`config.mk`:
```
export PLATFORM = sky130hd
export DESIGN_NAME = tdcfh_out_queue_flat
export DESIGN_NICKNAME = d
export VERILOG_FILES = /design/src/design/tdcfh_pkg.sv /design/src/design/tdcfh_rsp_if.sv /design/src/design/tdcfh_out_queue.sv /design/src/flat_wrapper.sv
export SDC_FILE = /design/constraint.sdc
export NUM_CORES = 1
export LEC_CHECK = 0
export BUFFER_PORTS_ARGS = -buffer_cell sky130_fd_sc_hd__buf_2
export CAP_MARGIN = 20
export CORE_UTILIZATION = 30
export CTS_BUF_LIST = sky130_fd_sc_hd__clkbuf_2 sky130_fd_sc_hd__clkbuf_4 sky130_fd_sc_hd__clkbuf_8
export CTS_CLUSTER_DIAMETER = 100
export DETAILED_ROUTE_END_ITERATION = 8
export GPL_TIMING_DRIVEN = 0
export PLACE_DENSITY = 0.61
export SYNTH_ARGS = -nofsm -noshare
export SYNTH_HDL_FRONTEND = slang
export SYNTH_SLANG_ARGS = --single-unit
```
`constraint.sdc`:
```
create_clock -name clock -period 2.4 [get_ports clock]
set_input_delay 0 -clock clock [delete_from_list [all_inputs] [get_ports clock]]
set_output_delay 0 -clock clock [all_outputs]
set_load 0.01 [all_outputs]
```
`src/design/tdcfh_pkg.sv`:
```
package tdcfh_pkg;

   localparam int CHANNELS    = 768;
   localparam int FINE_BINS   = 512;
   localparam int COUNT_WIDTH = 32;
   localparam int OUT_WIDTH   = 32;

   localparam int CHAN_BITS = 10;
   localparam int FINE_BITS = 9;
   localparam int TYPE_BITS = 4;
   localparam int FIFO_BITS = 5;
   localparam int COL_BITS  = 3;
   localparam int PIX_BITS  = 2;
   localparam int TDC_BITS  = 2;

   localparam int DEPTH     = CHANNELS * FINE_BINS;
   localparam int ADDR_BITS = $clog2(DEPTH);

   localparam logic [TYPE_BITS-1:0]   HIT_TYPE_RESET = TYPE_BITS'(1);
   localparam logic [COUNT_WIDTH-1:0] COUNT_MAX      = '1;
   localparam logic [ADDR_BITS-1:0]   LAST_ADDR      = ADDR_BITS'(DEPTH - 1);

   localparam logic KIND_RECORD = 1'b0;
   localparam logic KIND_READ   = 1'b1;

   typedef struct packed {
      logic [OUT_WIDTH-1:0] bin_count;
      logic                 count_saturated;
   } result_type;

   typedef struct packed {
      logic       valid;
      result_type res;
   } push_type;

   typedef struct packed {
      logic [1:0] count;
      logic       pop;
   } queue_status_type;

   function automatic logic [ADDR_BITS-1:0] bin_addr(input logic [CHAN_BITS-1:0] chan,
                                                     input logic [FINE_BITS-1:0] fine);
      bin_addr = ADDR_BITS'(chan) * ADDR_BITS'(FINE_BINS) + ADDR_BITS'(fine);
   endfunction

   function automatic logic [OUT_WIDTH-1:0] clip_count(input logic [COUNT_WIDTH-1:0] c);
      logic [COUNT_WIDTH+OUT_WIDTH-1:0] w;
      w = {{OUT_WIDTH{1'b0}}, c};
      if (w > (COUNT_WIDTH+OUT_WIDTH)'({OUT_WIDTH{1'b1}})) begin
         return '1;
      end
      return OUT_WIDTH'(w);
   endfunction

endpackage

```
`src/design/tdcfh_rsp_if.sv`:
```
interface tdcfh_rsp_if;
   logic                            valid;
   logic                            ready;
   logic [tdcfh_pkg::OUT_WIDTH-1:0] bin_count;
   logic                            count_saturated;

   modport source (output valid, bin_count, count_saturated, input ready);
   modport sink   (input valid, bin_count, count_saturated, output ready);
endinterface

```
`src/design/tdcfh_out_queue.sv`:
```
module tdcfh_out_queue (
   input  logic                                clock,
   input  logic                                reset,
   input  tdcfh_pkg::push_type                 push,
   output tdcfh_pkg::queue_status_type         status,
   tdcfh_rsp_if.source                         rsp_ch
);

   tdcfh_pkg::result_type entry_ff [2];
   logic [1:0] count_ff, count_in;
   logic       wr_ptr_ff, wr_ptr_in;
   logic       rd_ptr_ff, rd_ptr_in;
   logic       pop;

   assign rsp_ch.valid           = (count_ff != 2'd0);
   assign rsp_ch.bin_count       = entry_ff[rd_ptr_ff].bin_count;
   assign rsp_ch.count_saturated = entry_ff[rd_ptr_ff].count_saturated;
   assign pop = rsp_ch.valid && rsp_ch.ready;

   assign status.count = count_ff;
   assign status.pop   = pop;

   always_comb begin
      wr_ptr_in = push.valid ? ~wr_ptr_ff : wr_ptr_ff;
      rd_ptr_in = pop ? ~rd_ptr_ff : rd_ptr_ff;
      count_in  = count_ff + {1'b0, push.valid} - {1'b0, pop};
   end

   always_ff @(posedge clock) begin
      if (reset) begin
         count_ff  <= 2'd0;
         wr_ptr_ff <= 1'b0;
         rd_ptr_ff <= 1'b0;
      end else begin
         count_ff  <= count_in;
         wr_ptr_ff <= wr_ptr_in;
         rd_ptr_ff <= rd_ptr_in;
      end
      if (push.valid) begin
         entry_ff[wr_ptr_ff] <= push.res;
      end
   end

endmodule

```
`src/flat_wrapper.sv`:
```
// flat-port wrapper written by rule: the top's interface ports become plain ports
module tdcfh_out_queue_flat 
  (clock, reset, push, status, rsp_ch_valid, rsp_ch_bin_count, rsp_ch_count_saturated, rsp_ch_ready);
  tdcfh_rsp_if rsp_ch_i ();
  input  logic clock;
  input  logic reset;
  input  tdcfh_pkg::push_type push;
  output tdcfh_pkg::queue_status_type status;
  output wire logic [$bits(rsp_ch_i.valid)-1:0] rsp_ch_valid;
  output wire logic [$bits(rsp_ch_i.bin_count)-1:0] rsp_ch_bin_count;
  output wire logic [$bits(rsp_ch_i.count_saturated)-1:0] rsp_ch_count_saturated;
  input wire logic [$bits(rsp_ch_i.ready)-1:0] rsp_ch_ready;
  assign rsp_ch_valid = rsp_ch_i.valid;
  assign rsp_ch_bin_count = rsp_ch_i.bin_count;
  assign rsp_ch_count_saturated = rsp_ch_i.count_saturated;
  assign rsp_ch_i.ready = rsp_ch_ready;
  tdcfh_out_queue u_core (.clock(clock), .reset(reset), .push(push), .status(status), .rsp_ch(rsp_ch_i));
endmodule
```
==> impl_metrics.py <==
metrics = {
    "worst_setup_path": {
        "path_buf_inv": 0,
        "cp-end-kind": "flip-flop",
        "cp_cell_sequence": "and2_2",
        "r2r_slack_ns": 0.87,
        "cp-start-kind": "flip-flop",
        "cp.arrival_ns": 1.49,
        "path_class": "flip-flop to flip-flop",
        "critical_path_required_ns": 2.36,
        "slowest_delay_ns": 0.74,
        "path_max_fanout": 33,
        "critPathTopFamily": "simple AND/OR/NAND/NOR gates",
        "slowest_stage": "and2_2",
    },
    "floorplanning": {
        "io_pins": 74,
        "core_area_mm2": 0.00881,
        "die_y_um": 97.8,
        "rows": 34,
        "dieArea_mm2": 0.00957,
        "die_width_um": 97.8,
        "initial_core_util_pct": 31.3,
    },
    "yosys": {
        "syn-mean-instance-area_um2": 21.9,
        "synth_top_area_share_pct": 71.9,
        "synth_fp_nets": 165,
        "synth_top_area_cell": "edfxtp_1",
        "synth_area_leaders": "edfxtp_1 72%, mux2_4 16%, dfxtp_1 3.6%",
        "syn_area_mm2": 0.00276,
        "synthCells": 126,
        "ys_ff_latch": 71,
        "synth_cell_type_count": 16,
        "ys_warn_count": 0,
        "yosysSeqAreaShare_pct": 75.6,
    },
    "final_layout": {
        "drive_gt1_share_pct": 51.4,
        "final_cell_mix": "73 x buf_2, 66 x edfxtp_1, 35 x dlygate4sd3_1, 30 x mux2_4, 9 x clkbuf_8",
        "n_fill_cell": 793,
        "antenna_cells": 0,
        "stdcell_count": 359,
        "nNetsFinal": 285,
        "fin_util_pct": 43.4,
        "design_area_mm2": 0.00382,
        "final-seq-area_mm2": 0.00208,
        "final_common_cell": "buf_2",
        "multiInputGateArea_um2": 622,
        "area_growth_pct": 38.7,
    },
    "job": {
        "drv_cap": 0,
    },
    "sta": {
        "period_minus_slack_ns": 1.53,
        "finalHoldViolCount": 0,
        "worstMarginPinSlew_ns": 0.852,
        "fmaxAchievable_mhz": 655,
        "fin_crit_sh_pct": 63.6,
        "drv_slew": 0,
        "rsz0062_at_grt": "false",
        "fin_worst_skew_ns": 0.00446,
        "setup_viol": 0,
        "tns_ns": 0,
        "slew_headroom_pct": 43.2,
    },
    "cts": {
        "cts_buffers": 9,
        "clock_latency_ns": 0.34,
        "numClockSinks": 71,
        "clk_pin_slew_ns": 0.07,
        "cts_resized": 0,
        "cts.path.max_buffers": 2,
        "cts_tree": "done",
        "cts_max_level": 3,
        "cts_root_buffer": "clkbuf_8",
    },
    "detailed_routing": {
        "initialDrtViolationCount": 73,
        "drcViolationCount": 16,
        "detail-route-antenna-nets": 0,
        "num_vias": 1513,
        "post_drt_wl_per_cell_um": 13.5,
        "drt-pass1-iter-count": 6,
        "wl_um": 4840,
        "avgViaCountPerCell": 4.21,
    },
    "placed_design": {
        "io_buffers": 73,
        "dp.cells": 308,
        "place_area_mm2": 0.00328,
        "hpwl_um": 3010,
        "place_congestion": 0.646,
    },
    "grt": {
        "grt_pass1_wl_um": 7690,
        "globalRouteTotalUtil_pct": 10.8,
        "grt_overflow_total": 0,
        "grt_pass1_vias": 1537,
        "grt_max_degree": 34,
        "antenna_found_initial": 0,
    },
    "status": {
        "violations": "DRC",
        "status": "finished with violations",
    },
    "min_path": {
        "hp-class": "primary input to flip-flop",
    },
    "pwr": {
        "ir_drop_mv": 0.506,
        "power.total_mw": 3.26,
        "p_leak_nw": 1.54,
        "powerDensity_mw_per_mm2": 852,
    },
}
repair_timing:
item	CTS	global route
buffers inserted	0	0
endpoints found under the hold margin	69	0
hold buffers	35	0
worst paths after layout:
| kind | startpoint | end | depth (start not counted) |
|---|---|---|---|
| min | push[33] | u_core.count_ff[0]$_SDFF_PP0_ | 3 |
| max | u_core.wr_ptr_ff$_SDFFE_PP0P_ | u_core.entry_ff[1][30]$_DFFE_PP_ | 1 |
| max reg2reg | u_core.wr_ptr_ff$_SDFFE_PP0P_ | u_core.entry_ff[1][30]$_DFFE_PP_ | 1 |
| min reg2reg | u_core.rd_ptr_ff$_SDFFE_PP0P_ | u_core.rd_ptr_ff$_SDFFE_PP0P_ | 2 |
state kept, by name, summed over array words and instances, names as in the netlist, named ones only:
name and count:
u_core.entry_ff 66, u_core.rd_ptr_ff 1, u_core.wr_ptr_ff 1, u_core.count_ff 2
tightest hold or removal path, cell delays in order:
cell and delay (ns):
buf_2 0.13, ha_1 0.13, nor2b_1 0.10
power by group:
group,switching (mW),internal (mW)
clock,0.433,0.471
sequential,0.0382,1.46
combinational,0.363,0.492
metrics by stage:
step | hold WS (ns) | setup slack, ns
floorplan | 0.0716 | 0.161
global placement | 0.189 | -0.840
detailed placement | 0.192 | 0.834
CTS | 0.0355 | 0.816
global route | 0.0720 | 0.745
finish | 0.0595 | 0.873
layer usage:
layer	GRT usage [%]	vias up	wire length, um
met4	6.64	0	87
li1	-	722	-
met5	0	-	0
met2	17.2	49	2370
met1	12.7	733	2120
met3	3.51	9	265
layout make-up:
class | instances | area share [%]
multi-input cells | 48 | 16.3
well taps | 108 | 3.54
clock buffers | 9 | 3.24
clock inverters | 7 | 1.67
plain buffers | 5 | 1.37
repair buffers | 109 | 19.2
inverters | 2 | 0.196
flip-flops and latches | 71 | 54.5
cell families (layout without fill, tap and decap cells):
kind of cell             after synthesis  count (layout)  synth area share (%)
adder cells (fa/ha/maj)                2               2                 0.908
XOR/XNOR                               2               2                  1.14
AND/OR/NAND/NOR                        8               8                  1.54
buffers and inverters                  7             132                  2.18
flip-flops                            71              71                  75.6
AO/OA/AOI/OAI                          1               1                 0.273
multiplexers                          35              35                  18.4
cell usage after synthesis (all sizes together):
master  count
nor2b       3
inv         2
and2        1
ha          2
edfxtp     66
or2         1
dfxtp       5
nor2        3
xnor2       1
o21a        1
buf         5
mux2       35
xnor3       1
Note: power is estimated with default switching activity, not from simulation.
